--- src/sv/epf_pkg.sv ---
// package: word types, register map, sequencer control words and program rom
`default_nettype none
package epf_pkg;

    localparam int unsigned BYTE_W   = 8;
    localparam int unsigned VALUE_W  = 16;
    localparam int unsigned COUNT_W  = 2;
    localparam int unsigned DATA_W   = 32;
    localparam int unsigned ADDR_W   = 4;
    localparam int unsigned STEP_W   = 4;
    localparam int unsigned SEL_W    = 3;

    localparam logic [BYTE_W-1:0] START_RESET  = 8'h17;
    localparam logic [BYTE_W-1:0] STOP_RESET   = 8'h30;
    localparam logic [BYTE_W-1:0] ESCAPE_RESET = 8'h7D;

    typedef enum logic [1:0] {
        REG_START  = 2'd0,
        REG_STOP   = 2'd1,
        REG_ESCAPE = 2'd2
    } reg_idx_t;

    typedef struct packed {
        logic [BYTE_W-1:0]         address;
        logic [COUNT_W-1:0]        value_count;
        logic signed [VALUE_W-1:0] value_first;
        logic signed [VALUE_W-1:0] value_second;
        logic signed [VALUE_W-1:0] value_third;
    } req_word_t;

    typedef struct packed {
        logic [BYTE_W-1:0] line_byte;
        logic              frame_end;
    } line_word_t;

    typedef struct packed {
        logic [BYTE_W-1:0] start_marker;
        logic [BYTE_W-1:0] stop_marker;
        logic [BYTE_W-1:0] escape_marker;
    } markers_t;

    typedef logic [STEP_W-1:0] step_t;

    localparam step_t STEP_START = 4'd0;
    localparam step_t STEP_ADDR  = 4'd1;
    localparam step_t STEP_V0_LO = 4'd2;
    localparam step_t STEP_V0_HI = 4'd3;
    localparam step_t STEP_V1_LO = 4'd4;
    localparam step_t STEP_V1_HI = 4'd5;
    localparam step_t STEP_V2_LO = 4'd6;
    localparam step_t STEP_V2_HI = 4'd7;
    localparam step_t STEP_STOP  = 4'd8;

    typedef enum logic [1:0] {
        SRC_START,
        SRC_BODY,
        SRC_STOP
    } src_t;

    typedef enum logic [SEL_W-1:0] {
        SEL_ADDR,
        SEL_V0_LO,
        SEL_V0_HI,
        SEL_V1_LO,
        SEL_V1_HI,
        SEL_V2_LO,
        SEL_V2_HI
    } sel_t;

    typedef enum logic [1:0] {
        JMP_NONE,
        JMP_CNT_LT1,
        JMP_CNT_LT2,
        JMP_CNT_LT3
    } jmp_t;

    typedef struct packed {
        src_t  src;
        sel_t  sel;
        logic  esc_chk;
        logic  last;
        jmp_t  jmp;
        step_t target;
        step_t next;
    } ctrl_t;

    function automatic ctrl_t rom_word(input step_t s);
        ctrl_t w;
        w = '{src: SRC_STOP, sel: SEL_ADDR, esc_chk: 1'b0, last: 1'b1,
              jmp: JMP_NONE, target: STEP_START, next: STEP_START};
        case (s)
            STEP_START: w = '{SRC_START, SEL_ADDR, 1'b0, 1'b0, JMP_NONE,
                              STEP_STOP, STEP_ADDR};
            STEP_ADDR:  w = '{SRC_BODY, SEL_ADDR, 1'b1, 1'b0, JMP_CNT_LT1,
                              STEP_STOP, STEP_V0_LO};
            STEP_V0_LO: w = '{SRC_BODY, SEL_V0_LO, 1'b1, 1'b0, JMP_NONE,
                              STEP_STOP, STEP_V0_HI};
            STEP_V0_HI: w = '{SRC_BODY, SEL_V0_HI, 1'b1, 1'b0, JMP_CNT_LT2,
                              STEP_STOP, STEP_V1_LO};
            STEP_V1_LO: w = '{SRC_BODY, SEL_V1_LO, 1'b1, 1'b0, JMP_NONE,
                              STEP_STOP, STEP_V1_HI};
            STEP_V1_HI: w = '{SRC_BODY, SEL_V1_HI, 1'b1, 1'b0, JMP_CNT_LT3,
                              STEP_STOP, STEP_V2_LO};
            STEP_V2_LO: w = '{SRC_BODY, SEL_V2_LO, 1'b1, 1'b0, JMP_NONE,
                              STEP_STOP, STEP_V2_HI};
            STEP_V2_HI: w = '{SRC_BODY, SEL_V2_HI, 1'b1, 1'b0, JMP_NONE,
                              STEP_STOP, STEP_STOP};
            STEP_STOP:  w = '{SRC_STOP, SEL_ADDR, 1'b0, 1'b1, JMP_NONE,
                              STEP_START, STEP_START};
            default:    w = '{SRC_STOP, SEL_ADDR, 1'b0, 1'b1, JMP_NONE,
                              STEP_START, STEP_START};
        endcase
        return w;
    endfunction

endpackage
`default_nettype wire

--- src/sv/escaped_packet_framer_unit.sv ---
// top level: marker registers on the apb port and the frame sequencer
//
//  channel   dir   handshake                     word
//  req       in    req_valid / req_ready         req_word (req_word_t)
//  line      out   line_valid / line_ready       line_word (line_word_t)
//  cfg       in    psel penable pwrite pready    paddr / pwdata / prdata
//
// one line word per cycle while line_ready is high; a frame is 3 to 16 words
// the sequencer steps its program once per frame word; an escape word holds the step
// the next request is taken once the stop word is in the output register
// line_ready low while a word is held holds the output register and the program step
// reset loads the marker defaults and leaves the sequencer idle
`default_nettype none
module escaped_packet_framer_unit
    import epf_pkg::*;
(
    input  wire logic              clk,
    input  wire logic              rst_n,
    input  wire logic              req_valid,
    output logic                   req_ready,
    input  wire req_word_t         req_word,
    output logic                   line_valid,
    input  wire logic              line_ready,
    output line_word_t             line_word,
    input  wire logic              psel,
    input  wire logic              penable,
    input  wire logic              pwrite,
    input  wire logic [ADDR_W-1:0] paddr,
    input  wire logic [DATA_W-1:0] pwdata,
    output logic [DATA_W-1:0]      prdata,
    output logic                   pready
);

    markers_t markers_reg, markers_next;
    reg_idx_t idx;
    logic     wr_en;

    assign pready = 1'b1;
    assign wr_en  = psel && penable && pwrite && pready;
    assign idx    = reg_idx_t'(paddr[ADDR_W-1:2]);

    always_comb
    begin
        markers_next = markers_reg;
        if (wr_en)
        begin
            case (idx)
                REG_START:  markers_next.start_marker  = pwdata[BYTE_W-1:0];
                REG_STOP:   markers_next.stop_marker   = pwdata[BYTE_W-1:0];
                REG_ESCAPE: markers_next.escape_marker = pwdata[BYTE_W-1:0];
                default:    markers_next = markers_reg;
            endcase
        end
    end

    always_comb
    begin
        case (idx)
            REG_START:  prdata = {{(DATA_W-BYTE_W){1'b0}}, markers_reg.start_marker};
            REG_STOP:   prdata = {{(DATA_W-BYTE_W){1'b0}}, markers_reg.stop_marker};
            REG_ESCAPE: prdata = {{(DATA_W-BYTE_W){1'b0}}, markers_reg.escape_marker};
            default:    prdata = '0;
        endcase
    end

    always_ff @(posedge clk or negedge rst_n)
    begin
        if (!rst_n)
        begin
            markers_reg <= '{start_marker: START_RESET, stop_marker: STOP_RESET,
                             escape_marker: ESCAPE_RESET};
        end
        else
        begin
            markers_reg <= markers_next;
        end
    end

    epf_seq u_seq (
        .clk        (clk),
        .rst_n      (rst_n),
        .markers    (markers_reg),
        .req_valid  (req_valid),
        .req_ready  (req_ready),
        .req_word   (req_word),
        .line_valid (line_valid),
        .line_ready (line_ready),
        .line_word  (line_word)
    );

endmodule
`default_nettype wire

--- src/sv/epf_seq.sv ---
// microcoded frame sequencer: request capture, program rom, byte datapath, output register
`default_nettype none
module epf_seq
    import epf_pkg::*;
(
    input  wire logic       clk,
    input  wire logic       rst_n,
    input  wire markers_t   markers,
    input  wire logic       req_valid,
    output logic            req_ready,
    input  wire req_word_t  req_word,
    output logic            line_valid,
    input  wire logic       line_ready,
    output line_word_t      line_word
);

    logic       busy_reg,   busy_next;
    step_t      step_reg,   step_next;
    logic       esc_reg,    esc_next;
    logic       valid_reg,  valid_next;
    line_word_t word_reg,   word_next;
    req_word_t  req_reg;

    ctrl_t             cw;
    logic [BYTE_W-1:0] body_byte;
    logic [BYTE_W-1:0] src_byte;
    logic              reserved;
    logic              take_jump;
    logic              advance;
    logic              req_take;

    assign req_ready  = !busy_reg;
    assign req_take   = req_valid && !busy_reg;
    assign advance    = busy_reg && (!valid_reg || line_ready);
    assign line_valid = valid_reg;
    assign line_word  = word_reg;
    assign cw         = rom_word(step_reg);

    always_comb
    begin
        case (cw.sel)
            SEL_ADDR:  body_byte = req_reg.address;
            SEL_V0_LO: body_byte = req_reg.value_first[7:0];
            SEL_V0_HI: body_byte = req_reg.value_first[15:8];
            SEL_V1_LO: body_byte = req_reg.value_second[7:0];
            SEL_V1_HI: body_byte = req_reg.value_second[15:8];
            SEL_V2_LO: body_byte = req_reg.value_third[7:0];
            SEL_V2_HI: body_byte = req_reg.value_third[15:8];
            default:   body_byte = req_reg.address;
        endcase
    end

    always_comb
    begin
        case (cw.src)
            SRC_START: src_byte = markers.start_marker;
            SRC_BODY:  src_byte = body_byte;
            SRC_STOP:  src_byte = markers.stop_marker;
            default:   src_byte = markers.stop_marker;
        endcase
    end

    always_comb
    begin
        case (cw.jmp)
            JMP_NONE:    take_jump = 1'b0;
            JMP_CNT_LT1: take_jump = (req_reg.value_count < 2'd1);
            JMP_CNT_LT2: take_jump = (req_reg.value_count < 2'd2);
            JMP_CNT_LT3: take_jump = (req_reg.value_count < 2'd3);
            default:     take_jump = 1'b0;
        endcase
    end

    assign reserved = cw.esc_chk && ((body_byte == markers.start_marker)
                                  || (body_byte == markers.stop_marker)
                                  || (body_byte == markers.escape_marker));

    always_comb
    begin
        busy_next  = busy_reg;
        step_next  = step_reg;
        esc_next   = esc_reg;
        valid_next = valid_reg && !line_ready;
        word_next  = word_reg;
        if (req_take)
        begin
            busy_next = 1'b1;
            step_next = STEP_START;
            esc_next  = 1'b0;
        end
        else if (advance)
        begin
            valid_next = 1'b1;
            if (reserved && !esc_reg)
            begin
                word_next = '{line_byte: markers.escape_marker, frame_end: 1'b0};
                esc_next  = 1'b1;
            end
            else
            begin
                word_next = '{line_byte: src_byte, frame_end: cw.last};
                esc_next  = 1'b0;
                step_next = take_jump ? cw.target : cw.next;
                if (cw.last)
                begin
                    busy_next = 1'b0;
                end
            end
        end
    end

    always_ff @(posedge clk or negedge rst_n)
    begin
        if (!rst_n)
        begin
            busy_reg  <= 1'b0;
            step_reg  <= STEP_START;
            esc_reg   <= 1'b0;
            valid_reg <= 1'b0;
        end
        else
        begin
            busy_reg  <= busy_next;
            step_reg  <= step_next;
            esc_reg   <= esc_next;
            valid_reg <= valid_next;
        end
    end

    always_ff @(posedge clk)
    begin
        word_reg <= word_next;
        if (req_take)
        begin
            req_reg <= req_word;
        end
    end

    a_take_starts: assert property (@(posedge clk) disable iff (!rst_n)
        req_valid && req_ready |=> busy_reg && step_reg == STEP_START && !esc_reg)
        else $error("request not started at first step");

    a_esc_pending: assert property (@(posedge clk) disable iff (!rst_n)
        esc_reg |-> valid_reg && word_reg.line_byte == markers.escape_marker
                    && !word_reg.frame_end)
        else $error("escape flag set without escape word held");

    a_idle_clean: assert property (@(posedge clk) disable iff (!rst_n)
        !busy_reg |-> !esc_reg)
        else $error("escape flag left set while idle");

    a_stop_ends: assert property (@(posedge clk) disable iff (!rst_n)
        advance && cw.last |=> !busy_reg && valid_reg && word_reg.frame_end)
        else $error("stop step did not close the frame");

endmodule
`default_nettype wire
--- config.mk ---
export PLATFORM = sky130hd
export DESIGN_NAME = escaped_packet_framer_unit
export DESIGN_NICKNAME = d
export VERILOG_FILES = /design/src/sv/epf_pkg.sv /design/src/sv/escaped_packet_framer_unit.sv /design/src/sv/epf_seq.sv
export SDC_FILE = /design/constraint.sdc
export NUM_CORES = 1
export LEC_CHECK = 0
export ABC_AREA = 1
export BUFFER_PORTS_ARGS = -buffer_cell sky130_fd_sc_hd__buf_2
export CORE_MARGIN = 2
export CORE_UTILIZATION = 53
export CTS_BUF_LIST = sky130_fd_sc_hd__clkbuf_8 sky130_fd_sc_hd__clkbuf_16
export DETAILED_ROUTE_END_ITERATION = 8
export GPL_TIMING_DRIVEN = 0
export PLACE_DENSITY = 0.79
export RECOVER_POWER = 100
export SETUP_SLACK_MARGIN = 0.2
export SLEW_MARGIN = 10
export SYNTH_ARGS = -nofsm -noshare
export SYNTH_HDL_FRONTEND = slang
export SYNTH_SLANG_ARGS = --single-unit
--- constraint.sdc ---
create_clock -name clk -period 2.9 [get_ports clk]
set_input_delay 0.145 -clock clk [delete_from_list [all_inputs] [get_ports clk]]
set_output_delay 0.145 -clock clk [all_outputs]
set_load 0.005 [all_outputs]
Word-level counts from Yosys, hierarchy flattened --
Memory sizes are Yosys's and may differ from the RTL's. Cells that the tools add are included.
Storage, ports and cells: bits in registers 98, bits in read-only memories 224, bits of input ports 101, memories kept 1
Memories:
- (name not given) | words 16, width 14, read ports 1, clocked after Yosys merged registers in 0, wr ports 0, line epf_pkg.sv:91 | case (s)
Cells by class: $lt $le $gt $ge 3, eq/ne operators 16, bitwise gates (word level) 1, mux-type cells 18, reduce and logical (&&, ||, !) cells 25
Operators with widths (count):
- $pmux 8 s6 | 1
- $eq 8x8->1 | 3
- $pmux 8 s3 | 1
- $mux 4 | 4
- $pmux 8 s2 | 1
- $reduce_and 2->1 | 5
- $eq 3x3->1 const B | 3
- $mux 1 | 9
- $mux 9 | 1
- $logic_and 1x1->1 | 7
- $eq 2x1->1 const B | 3
- $eq 2x2->1 const B | 3
- $eq 3x2->1 const B | 2
- $logic_not 2->1 | 3
- $logic_not 1->1 | 4
- $lt 2x2->1 const B | 2
- $pmux 1 s4 | 1
- $reduce_bool 2->1 | 2
- $eq 3x1->1 const B | 1
- $logic_or 1x1->1 | 3
- $reduce_and 3->1 | 1
- $lt 2x1->1 const B | 1
- $ne 2x1->1 const B | 1
- $not 1->1 | 1

Logic depth before layout (Yosys ltp) --
Gate-level depths: netlist of the first run. An unclocked memory read counts as a cell.
word-level depth 11, mapped depth 22

By module --
From an unflattened synthesis of the first run, not the netlist that was laid out.
Second synthesis, totals: cells, all modules 602, area total of the unflattened synthesis 5406.4 um2
By module, submodules not included:
- epf_seq | sequential area each 2187.1 um2, area each 4083.9 um2, cells an instance 429, instances 1
- escaped_packet_framer_unit | sequential area each 615.6 um2, area each 1322.5 um2, cells an instance 173, instances 1

Worst setup path before layout of the first run --
Ideal clock, no wire load.
kind reg2reg, from reg u_seq.step_reg[0], to reg u_seq.word_reg (netlist bit u_seq.line_word[2]) (data pin), period minus slack after synthesis 2574 ps, path slack 326 ps, cell stages (with the launch flop) 22, path buffers 1, setup time 254 ps, arrival 2320 ps, path through dfrtp_1 -> inv_1 -> ha_1 -> nand2_2 -> nand2_4 -> nor2_8 -> nand2_8 -> nand2_2 -> nor2_4 -> nor2_1 -> nand2_2 -> nand2_2 -> nand2_1 -> nand2_1 -> nand2_1 -> nor2_1 -> nand2_1 -> nand3_2 -> nand2_2 -> buf_6 -> nand2_1 -> o21ai_2
Between the ends: cells in the longest elaborated chain, start to end 9, elaborated cells between the ends (all ways) 19
RTL lines:
- start, declared | line epf_seq.sv:18 | step_t step_reg, step_next;
- start signal, assigned | line epf_seq.sv:124 | step_reg <= step_next;
- $mem_v2 16x14 *
- $eq 3x3->1, or another cell as far along | line epf_seq.sv:41 | case (cw.sel)
- $pmux 8 s6 | line epf_seq.sv:41
- $eq 8x8->1, on equally long branches | line epf_seq.sv:74, epf_seq.sv:75
- $logic_or 1x1->1 | line epf_seq.sv:75 | || (body_byte == markers.stop_marker)
- $logic_or 1x1->1 | line epf_seq.sv:76 | || (body_byte == markers.escape_marker));
- $logic_and 1x1->1 | line epf_seq.sv:74 | assign reserved = cw.esc_chk && ((body_byte == markers.start_marker)
- $logic_and 1x1->1 | line epf_seq.sv:94 | if (reserved && !esc_reg)
- $mux 9 * | line epf_seq.sv:94
- end signal, assigned | line epf_seq.sv:132 | word_reg <= word_next;
- end, declared | line epf_seq.sv:21 | line_word_t word_reg, word_next;
Every way passes the cells marked *; elsewhere a longest branch is shown, timed or not. A chain may end at the register's enable or synchronous reset.

Worst setup path in the final report of the first run --
from reg u_seq.step_reg[1], to reg u_seq.word_reg (netlist bit u_seq.line_word[7]) (data pin)
Same word-level chain as after synthesis.

==> results of run 1 <==
==> layout by cell type, fill, tap and decap left out, drive strengths merged, types with 9 or more instances in the layout <==
cell type    count
buf            149
clkbuf          21
conb            25
dfrtp           19
dfstp           12
dlygate4sd3     60
edfxtp          67
inv             56
nand2          170
nand3           41
nand4           29
nor2            37
o21ai           48
or2              9
==> where the power goes <==
part	switching [W]	leakage (nW)	internal (W)
Combinational	0.00189	2.26	0.00118
Sequential	0.000183	0.993	0.00192
Clock	0.000518	0.0910	0.000319
Total	0.00259	3.34	0.00342
==> routing by layer <==
| metal | wire, µm | vias to the layer above |
|---|---|---|
| met5 | 0 | - |
| met4 | 643 | 0 |
| met3 | 1360 | 61 |
| met2 | 7790 | 325 |
| met1 | 5840 | 2357 |
| li1 | - | 2288 |
==> worst max-delay path by stage <==
stage	start	endpoint	slack [ns]	cells past startpoint
2_1_floorplan	u_seq.step_reg[0]$_DFFE_PN0P_	u_seq.line_word[2]$_DFFE_PP_	0.33	21
6_report	u_seq.step_reg[1]$_DFFE_PN0P_	u_seq.line_word[7]$_DFFE_PP_	-0.05	22
4_1_cts	u_seq.step_reg[0]$_DFFE_PN0P_	u_seq.line_word[7]$_DFFE_PP_	0.11	20
3_3_place_gp	u_seq.step_reg[0]$_DFFE_PN0P_	u_seq.line_word[5]$_DFFE_PP_	-0.05	19
5_1_grt	u_seq.step_reg[1]$_DFFE_PN0P_	u_seq.esc_reg$_DFFE_PN0P_	-0.15	23
3_5_place_dp	u_seq.step_reg[0]$_DFFE_PN0P_	u_seq.line_word[5]$_DFFE_PP_	-0.12	21
==> stage by stage <==
step                      hold WS [ns]  total power (W)  setup WS, ns  cell area, µm²
after CTS                      0.00509          0.00535         0.107            6940
after global placement           0.215          0.00426       -0.0462            6010
after floorplan                 -0.151          0.00370         0.326            5380
after global routing            0.0265          0.00630        -0.153            7300
after detailed placement         0.235          0.00436        -0.116            6030
final                          0.00947          0.00601       -0.0469            7300
==> kinds of logic (layout without fill, tap and decap cells) <==
| family | after synthesis | count (layout) | share of synthesized area [%] |
|---|---|---|---|
| adders and majority gates | 6 | 6 | 1.37 |
| AOI/OAI and AO/OA | 68 | 68 | 8.13 |
| DFF | 98 | 98 | 52.9 |
| buffers and inverters | 96 | 291 | 9.71 |
| and+or+nand+nor | 292 | 293 | 27.7 |
| other | 2 | 25 | 0.142 |
==> worst reg2reg max path, stage by stage (launching register included) <==
cell and delay, ns:
dfrtp_2 0.45, inv_2 0.10, ha_4 0.22, nand2_4 0.08, nand2_4 0.07, nor2_8 0.16
nand2_8 0.12, nand2_4 0.11, nor2_4 0.05, buf_12 0.15, nor2_4 0.13, nand2_4 0.09
nand2_4 0.08, nand2_2 0.05, nand2_2 0.07, nand3_2 0.08, nor2_1 0.11, nand2_1 0.08
nand3_2 0.11, nand2_4 0.09, buf_6 0.15, nand2_2 0.06, o21ai_2 0.07
==> cell type report <==
| cell class | count | area (µm²) |
|---|---|---|
| repair buffers | 179 | 1300 |
| plain buffers | 42 | 319 |
| fillers | 680 | 2430 |
| flip-flops and latches | 98 | 2810 |
| multi-input cells | 392 | 2320 |
| clock buffers | 9 | 124 |
| inverters | 54 | 210 |
| well taps | 133 | 166 |
| clock inverters | 7 | 50.0 |
==> timing repair <==
| action | in CTS | in global routing |
|---|---|---|
| setup buffers | 11 | 13 |
| hold endpoints to repair | 78 | 0 |
| gates cloned | 1 | 1 |
| resized for setup | 14 | 60 |
| hold buffers | 60 | 0 |
| endpoints found under the setup margin | 13 | 13 |
| pin swaps | 12 | 31 |
==> results.toml, run 1 <==
[clocking]
worstSkewPairLatency_ns = 0.38
numClockSinks = 98
cts_root_buffer = "clkbuf_8"
path_clk_slew_ns = 0.11
cts_made_buffers = 9
cts_max_level = 3
clockBufferDepth = 2
tritoncts = "yes"

[timing]
fmax_mhz = 339
tns_ns = -0.203
slew_headroom_pct = -11.8
fin_crit_sh_pct = 102
skew_ns = 0.0163
setup_slack_ns = -0.0469
setup_violations = 10
tightest_slew_ns = 1.68
hold_viol = 0
period_minus_slack_ns = 2.95
rsz0062_at_grt = "true"
final_max_slew_viol_count = 32

[cells_and_area]
final-instance-count-excl-fill = 914
nets = 882
diodes = 0
largest_reg_flops = 58
synthToLayoutAreaGrowth_pct = 37.8
drive_above_1_share_pct = 34.4
utilization_pct = 75.0

[status]
status = "complete, but fails checks"
violations = "max-capacitance violations, max-slew violations, negative setup slack"

[floorplan]
initial_core_util_pct = 54.4
die_h_um = 104
fp.dieW_um = 104
die-area_um2 = 10800
io-pin-count = 145
rows = 36
core-area_um2 = 9730

[pwr]
ir_drop_uv = 359
pwr_density_cell_nw_per_um2 = 824
cellLeakagePower_nw = 3.34

[grt]
grt_max_degree = 45
antenna_found_initial = 0
use_met1_pct = 33.0
first_global_vias = 4641
grt_pass1_wl_um = 22700
grt_overflow_total = 0
met2_usage_pct = 45.3
grt_use_total_pct = 26.7
grt_use_met3_pct = 5.76
top_usage_layer = "met2"

[logic_synthesis]
ys_warn_count = 0
yosysTopAreaCell = "edfxtp_1"
ys_types = 40
ys_seq_area_share_pct = 52.9
syn_area_per_cell_um2 = 9.42
synth_common_cells = "nand2_1 (145), edfxtp_1 (67), inv_1 (51)"
synth-edff-count = 67
synth_top_area_share_pct = 38.0
ys.flop_type = "edfxtp_1"
synth.most_common_cell = "nand2_1"
netlist_area_um2 = 5300
synthCells = 562
async_flop_share_pct = 31.6
yosys_register_bits = 98
synth_area_leaders = "edfxtp_1 (38%), nand2_1 (10%), dfrtp_1 (9.0%), dfstp_2 (6.0%), buf_4 (3.7%)"

[placed_design]
place_hpwl_um = 9240
gp_congestion = 0.888
numPortBuffers = 93
dp.cells = 812

[critical_path]
path_max_fanout = 7
required_ns = 3.02
worstPathBufferInverterCount = 3
critical_path.max_stage_delay_ns = 0.45
reg2reg_from = "u_seq.step_reg[1]$_DFFE_PN0P_"
path_class = "flop to flop"
path_delay_family = "simple AND/OR/NAND/NOR gates"
slowest_stage = "dfrtp_2"
worst_ep_arrival_time_ns = 3.07
crit_top_cell = "nand2_4"
r2r_setup_slack_ns = -0.05
worstPathCellList = "inv_2 -> ha_4 -> nand2_4 -> nand2_4 -> nor2_8 -> nand2_8 -> nand2_4 -> nor2_4 -> buf_12 -> nor2_4 -> nand2_4 -> nand2_4 -> nand2_2 -> nand2_2 -> nand3_2 -> nor2_1 -> nand2_1 -> nand3_2 -> nand2_4 -> buf_6 -> nand2_2 -> o21ai_2"
crit_path_end_kind = "flop"
startpoint_type = "flop"
reg2reg_depth = 22
r2r-end = "u_seq.line_word[7]$_DFFE_PP_"

[routing]
drt_iter0_drc = 574
wire_per_inst_um = 17.1
drc = 0
vias_per_cell = 5.50
dr.pass1.iters = 6
totalWireLength_um = 15600
postRouteAntennaNets = 0
num_vias = 5031

[hold_path]
hold_path.startpoint = "pwdata[5]"
hold_path.class = "input pin to flop"
hold_end = "markers_reg[5]$_DFFE_PN1P_"
hold_path_depth = 3

[run]
cap_viol_max_count = 1
Note: power is estimated with default switching activity, not from simulation.
==> inputs of run 2 (changes only) <==
ABC_AREA = default   (was 1)
==> results.toml, run 2 <==
[timing]
setup_violations = 13
fmax_mhz = 264
period_minus_slack_ns = 3.79
skew_ns = 0.0156
hold_viol = 0
rsz0062_at_grt = "true"
final_max_slew_viol_count = 32
setup_slack_ns = -0.894
tightest_slew_ns = 1.75
fin_crit_sh_pct = 131
slew_headroom_pct = -16.3
tns_ns = -10.65

[routing]
met3WireLength_um = 1260
totalWireLength_um = 16000
vias_per_cell = 5.70
routed.top_layer = "met4"
num_vias = 4677
drc = 0
dr.pass1.iters = 5
postRouteAntennaNets = 0
wl_met2_um = 8190
wire_per_inst_um = 19.5
drt-met1-wl_um = 6140
drt_iter0_drc = 465

[logic_synthesis]
synth_area_leaders = "edfxtp_1 (38%), dfrtp_1 (9.0%), dfstp_2 (6.0%), mux2_2 (5.1%), buf_4 (3.5%)"
yosys_register_bits = 98
synthCells = 464
async_flop_share_pct = 31.6
ys.flop_type = "edfxtp_1"
ys_seq_area_share_pct = 52.9
yosysTopAreaCell = "edfxtp_1"
ys_warn_count = 0
netlist_area_um2 = 5290
synth_top_area_share_pct = 38.0
ys_types = 74
synth-edff-count = 67
syn_area_per_cell_um2 = 11.4
synth_common_cells = "edfxtp_1 (67), nand2_1 (34), buf_4 (25), nor2_1 (25), o21ai_0 (25)"
synth.most_common_cell = "edfxtp_1"

[floorplan]
rows = 36
core-area_um2 = 9730
die_h_um = 104
die-area_um2 = 10800
fp.dieW_um = 104
initial_core_util_pct = 54.4
io-pin-count = 145

[grt]
first_global_vias = 4679
grt_pass1_wl_um = 24800
antenna_found_initial = 0
grt_overflow_total = 0
grt_use_total_pct = 29.8
grt_max_degree = 46

[clocking]
cts_root_buffer = "clkbuf_8"
numClockSinks = 98
tritoncts = "yes"
worstSkewPairLatency_ns = 0.38
cts_made_buffers = 9
clockBufferDepth = 2
path_clk_slew_ns = 0.10
cts_max_level = 3

[cells_and_area]
seqCellArea_um2 = 2810
drive_above_1_share_pct = 36.8
layout_common_cells = "buf_2 (86), edfxtp_1 (67), dlygate4sd3_1 (60)"
diodes = 0
multi_input_area_um2 = 2420
nets = 789
fill_cells = 656
design_area_um2 = 7370
largest_reg_flops = 58
synthToLayoutAreaGrowth_pct = 39.2
layout_commonest_cell = "buf_2"

[pwr]
pwr_density_cell_nw_per_um2 = 894
power_w = 0.00659
ir_drop_uv = 456
cellLeakagePower_nw = 3.02

[hold_path]
hold_path.startpoint = "pwdata[2]"
hold_end = "markers_reg[18]$_DFFE_PN1P_"
hold_path.class = "input pin to flop"
hold_path_depth = 3

[placed_design]
placed_area_um2 = 6080
numPortBuffers = 93
place_hpwl_um = 9890
gp_congestion = 0.934
dp_slack_ns = -1.16

[run]
cap_viol_max_count = 1

[status]
violations = "max-capacitance violations, max-slew violations, negative setup slack"
status = "complete, but fails checks"

[critical_path]
cp-startpoint = "u_seq.step_reg[1]$_DFFE_PN0P_"
path_max_fanout = 7
reg2reg_depth = 14
required_ns = 3.11
reg2reg_from = "u_seq.step_reg[1]$_DFFE_PN0P_"
slowest_stage = "or4_4"
crit_path_end_kind = "flop"
worstPathCellList = "inv_2 -> ha_4 -> buf_8 -> nor2b_2 -> a22o_1 -> a32o_1 -> o22a_2 -> o32ai_2 -> or4_1 -> or4_4 -> a31oi_4 -> buf_6 -> buf_6 -> mux2i_2"
path_class = "flop to flop"
r2r_setup_slack_ns = -0.89
startpoint_type = "flop"
worst_ep_arrival_time_ns = 4.01
critical_path.max_stage_delay_ns = 0.52
r2r-end = "u_seq.line_word[4]$_DFFE_PP_"
crit_top_cell = "buf_6"
==> run 2: report_power, final <==
group	leakage (nW)	switching, W	internal (W)
clock network	0.108	0.000522	0.000415
logic	1.94	0.00191	0.00162
registers	0.974	0.000237	0.00189
total	3.02	0.00267	0.00392
==> run 2: per-stage QoR <==
stage / util (%) / hold WS, ns / std cells
floorplan: - / -0.151 / 487
global placement: 62.2 / 0.213 / 713
detailed placement: 62.5 / 0.243 / 714
CTS: 75.3 / 0.00438 / 818
global route: 75.7 / 0.0210 / 821
finish: 75.7 / 0.0125 / 821
==> run 2: worst max path at each step <==
stage	endpoint	slack, ns	depth (start not counted)
detailed placement	u_seq.line_word[6]$_DFFE_PP_	-1.16	12
floorplan	u_seq.line_word[5]$_DFFE_PP_	-0.62	14
global placement	u_seq.line_word[6]$_DFFE_PP_	-1.19	14
CTS	u_seq.line_word[4]$_DFFE_PP_	-0.87	14
global route	u_seq.line_word[5]$_DFFE_PP_	-0.97	16
finish	u_seq.line_word[4]$_DFFE_PP_	-0.89	14
==> run 2: worst max-delay path, delay by kind of cell (launching register included) <==
family	cells	cell delay, ns
simple gates	3	1.18
compound gates	5	1.02
buf+inv	4	0.53
flops	1	0.47
fa+ha+maj	1	0.21
mux	1	0.21
==> run 2: repair_timing <==
action	4_1_cts	5_1_grt
cloned	1	0
hold buffers	60	0
endpoints found under the setup margin	13	13
gates resized for setup	44	14
hold endpoints to repair	78	0
buffers inserted	27	3
pin swaps	26	10
==> run 2: final cells by class <==
class | instances | share of cell area [%]
plain buffers | 44 | 4.52
clock buffers | 9 | 1.68
clock inverters | 7 | 1.14
inverters | 23 | 1.24
multi-input cells | 322 | 32.9
flip-flops and latches | 98 | 38.1
well taps | 133 | 2.26
repair buffers | 185 | 18.2
==> run 2: routing by layer <==
layer  up-vias  track usage, %
li1       2124               -
met1      2248            37.1
met2       266            53.4
met3        39            4.95
met4         0            8.30
met5         -               0
==> run 2: cell families after synthesis <==
| family | Yosys count | synth area share, % |
|---|---|---|
| AOI/OAI and AO/OA | 123 | 17.1 |
| xor gates and xnor gates | 7 | 1.16 |
| adders and majority gates | 5 | 1.18 |
| buffers and inverters | 67 | 7.52 |
| DFF | 98 | 52.9 |
| muxes | 37 | 7.59 |
| other | 2 | 0.142 |
| and+or+nand+nor | 125 | 12.3 |
==> inputs of run 3 (changes only) <==
CORE_UTILIZATION = 52   (was 53)
PLACE_DENSITY = 0.77   (was 0.79)
SYNTH_HIERARCHICAL = 1   (was default)
==> results.toml, run 3 <==
[cells_and_area]
diodes = 0
design_area_um2 = 7100
layout_commonest_cell = "buf_2"
layout_common_cells = "buf_2 (79), edfxtp_1 (67), dlygate4sd3_1 (59)"
largest_reg_flops = 58
synthToLayoutAreaGrowth_pct = 34.0
drive_above_1_share_pct = 32.8
nets = 765

[logic_synthesis]
ys_types = 65
yosys_register_bits = 98
ys_warn_count = 6
synth_area_leaders = "edfxtp_1 (38%), dfrtp_1 (9.0%), dfstp_2 (6.0%), o21ai_0 (3.8%), buf_4 (3.7%)"
synth_common_cells = "edfxtp_1 (67), nand2_1 (44), o21ai_0 (40)"
ys_seq_area_share_pct = 52.9
async_flop_share_pct = 31.6
yosysTopAreaCell = "edfxtp_1"
syn_area_per_cell_um2 = 11.6
synth-edff-count = 67
synth_top_area_share_pct = 38.0
netlist_area_um2 = 5300
synth.most_common_cell = "edfxtp_1"
synthCells = 456
ys.flop_type = "edfxtp_1"

[status]
status = "complete, but fails checks"
violations = "max-capacitance violations, max-slew violations, negative setup slack"

[timing]
slew_headroom_pct = -13.5
final_max_slew_viol_count = 32
tightest_slew_ns = 1.70
setup_violations = 13
skew_ns = 0.0139
rsz0062_at_grt = "true"
fin_crit_sh_pct = 140
setup_slack_ns = -1.16
period_minus_slack_ns = 4.06
hold_viol = 0
hold_ws_ns = 0.00655
fmax_mhz = 246

[routing]
drt_iter0_drc = 428
dr.pass1.iters = 5
totalWireLength_um = 14000
vias_per_cell = 5.60
postRouteAntennaNets = 0
num_vias = 4463
drc = 0
wire_per_inst_um = 17.5

[clocking]
clockBufferDepth = 2
cts_made_buffers = 9
cts_root_buffer = "clkbuf_8"
cts_max_level = 3
tritoncts = "yes"
path_clk_slew_ns = 0.09
numClockSinks = 98
worstSkewPairLatency_ns = 0.38

[pwr]
power_w = 0.00601
cellLeakagePower_nw = 2.87
pwr_density_cell_nw_per_um2 = 847
ir_drop_uv = 391

[critical_path]
worst_ep_arrival_time_ns = 4.19
required_ns = 3.03
critical_path.max_stage_delay_ns = 0.56
path_class = "flop to flop"
slowest_stage = "or4_4"
path_delay_family = "simple AND/OR/NAND/NOR gates"
crit_path_end_kind = "flop"
worstPathCellList = "buf_8 -> inv_8 -> ha_4 -> buf_8 -> or3b_4 -> buf_8 -> mux2_4 -> a22o_4 -> nor3_4 -> xnor2_1 -> or4_1 -> or4_4 -> nand3_4 -> mux2_4"
path_max_fanout = 8
crit_top_cell = "buf_8"
worstPathBufferInverterCount = 4
startpoint_type = "flop"
r2r_setup_slack_ns = -1.16

[grt]
grt_pass1_wl_um = 22100
first_global_vias = 4339
grt_overflow_total = 0
grt_max_degree = 46
antenna_found_initial = 0
grt_use_total_pct = 25.9

[floorplan]
io-pin-count = 145
rows = 36
die_h_um = 105
fp.dieW_um = 105
core-area_um2 = 9820
die-area_um2 = 11000
initial_core_util_pct = 54.0

[placed_design]
gp_congestion = 0.939
numPortBuffers = 93
place_hpwl_um = 8960
dp_slack_ns = -1.66
placed_area_um2 = 6140

[hold_path]
hold_path.class = "input pin to flop"

[run]
cap_viol_max_count = 1
## run 3: worst reg2reg max path, cell delays in order (launching register included)
cell and delay, ns:
dfrtp_2 0.40, buf_8 0.12, inv_8 0.04, ha_4 0.15, buf_8 0.12, or3b_4 0.41, buf_8 0.14, mux2_4 0.30
a22o_4 0.25, nor3_4 0.19, xnor2_1 0.08, or4_1 0.55, or4_4 0.56, nand3_4 0.18, mux2_4 0.34
## run 3: cell families (layout without fill, tap and decap cells)
| logic type | count (synthesis) | count (layout) | synth area share [%] |
|---|---|---|---|
| adder cells (fa/ha/maj) | 5 | 5 | 1.18 |
| other | 2 | 25 | 0.142 |
| multiplexers | 47 | 47 | 10.2 |
| XOR/XNOR | 23 | 23 | 3.80 |
| AO/OA/AOI/OAI | 103 | 103 | 12.4 |
| flip-flops | 98 | 98 | 52.9 |
| buffers and inverters | 54 | 239 | 6.05 |
| AND/OR/NAND/NOR | 124 | 124 | 13.3 |
## run 3: final cells by class
cell class / count / area, µm²
Tap cell: 133 / 166
Clock buffer: 9 / 124
Clock inverter: 7 / 47.5
Inverter: 8 / 37.5
Fill cell: 697 / 2720
Multi-Input combinational cell: 327 / 2430
Sequential cell: 98 / 2800
Timing Repair Buffer: 169 / 1160
Buffer: 46 / 324
## run 3: power breakdown
part           total (W)  internal, W  switching, W
logic            0.00311      0.00140       0.00172
registers        0.00210      0.00190      0.000200
clock network   0.000804     0.000310      0.000494
total            0.00601      0.00360       0.00241
## run 3: final timing paths
kind,cells after the start,startpoint,endpoint
worst max-delay path,14,u_seq/step_reg[0]$_DFFE_PN0P_,u_seq/line_word[5]$_DFFE_PP_
worst min-delay path,2,pwdata[5],markers_reg[13]$_DFFE_PN1P_
worst max register to register,14,u_seq/step_reg[0]$_DFFE_PN0P_,u_seq/line_word[5]$_DFFE_PP_
worst min register to register,2,u_seq/line_valid$_DFF_PN0_,u_seq/line_valid$_DFF_PN0_
max in group asynchronous,2,rst_n,u_seq/step_reg[0]$_DFFE_PN0P_
min in group asynchronous,2,rst_n,u_seq/esc_reg$_DFFE_PN0P_
## run 3: per-stage QoR
stage | utilization (%) | TNS [ns] | cells
6_report | 72.3 | -13.84 | 797
3_5_place_dp | 62.6 | -19.68 | 706
4_1_cts | 72.3 | -13.35 | 792
2_1_floorplan | - | -11.91 | 479
5_1_grt | 72.3 | -14.69 | 797
3_3_place_gp | 62.4 | -19.18 | 705
## run 3: timing repair
action | CTS | global route
hold endpoints to repair | 77 | 0
setup endpoints to repair | 13 | 13
buffers inserted | 11 | 5
pin swaps | 7 | 10
gates resized for setup | 22 | 18
hold buffers | 59 | 0
## run 3: metal layers
metal,wire [µm],GRT usage (%),part of all wire [%],up-vias
li1,-,-,-,2041
met1,5690,34.5,41,2139
met2,6800,41.7,49,245
met3,1110,5.30,8.0,38
met4,346,9.90,2.5,0
met5,0,0,0,-
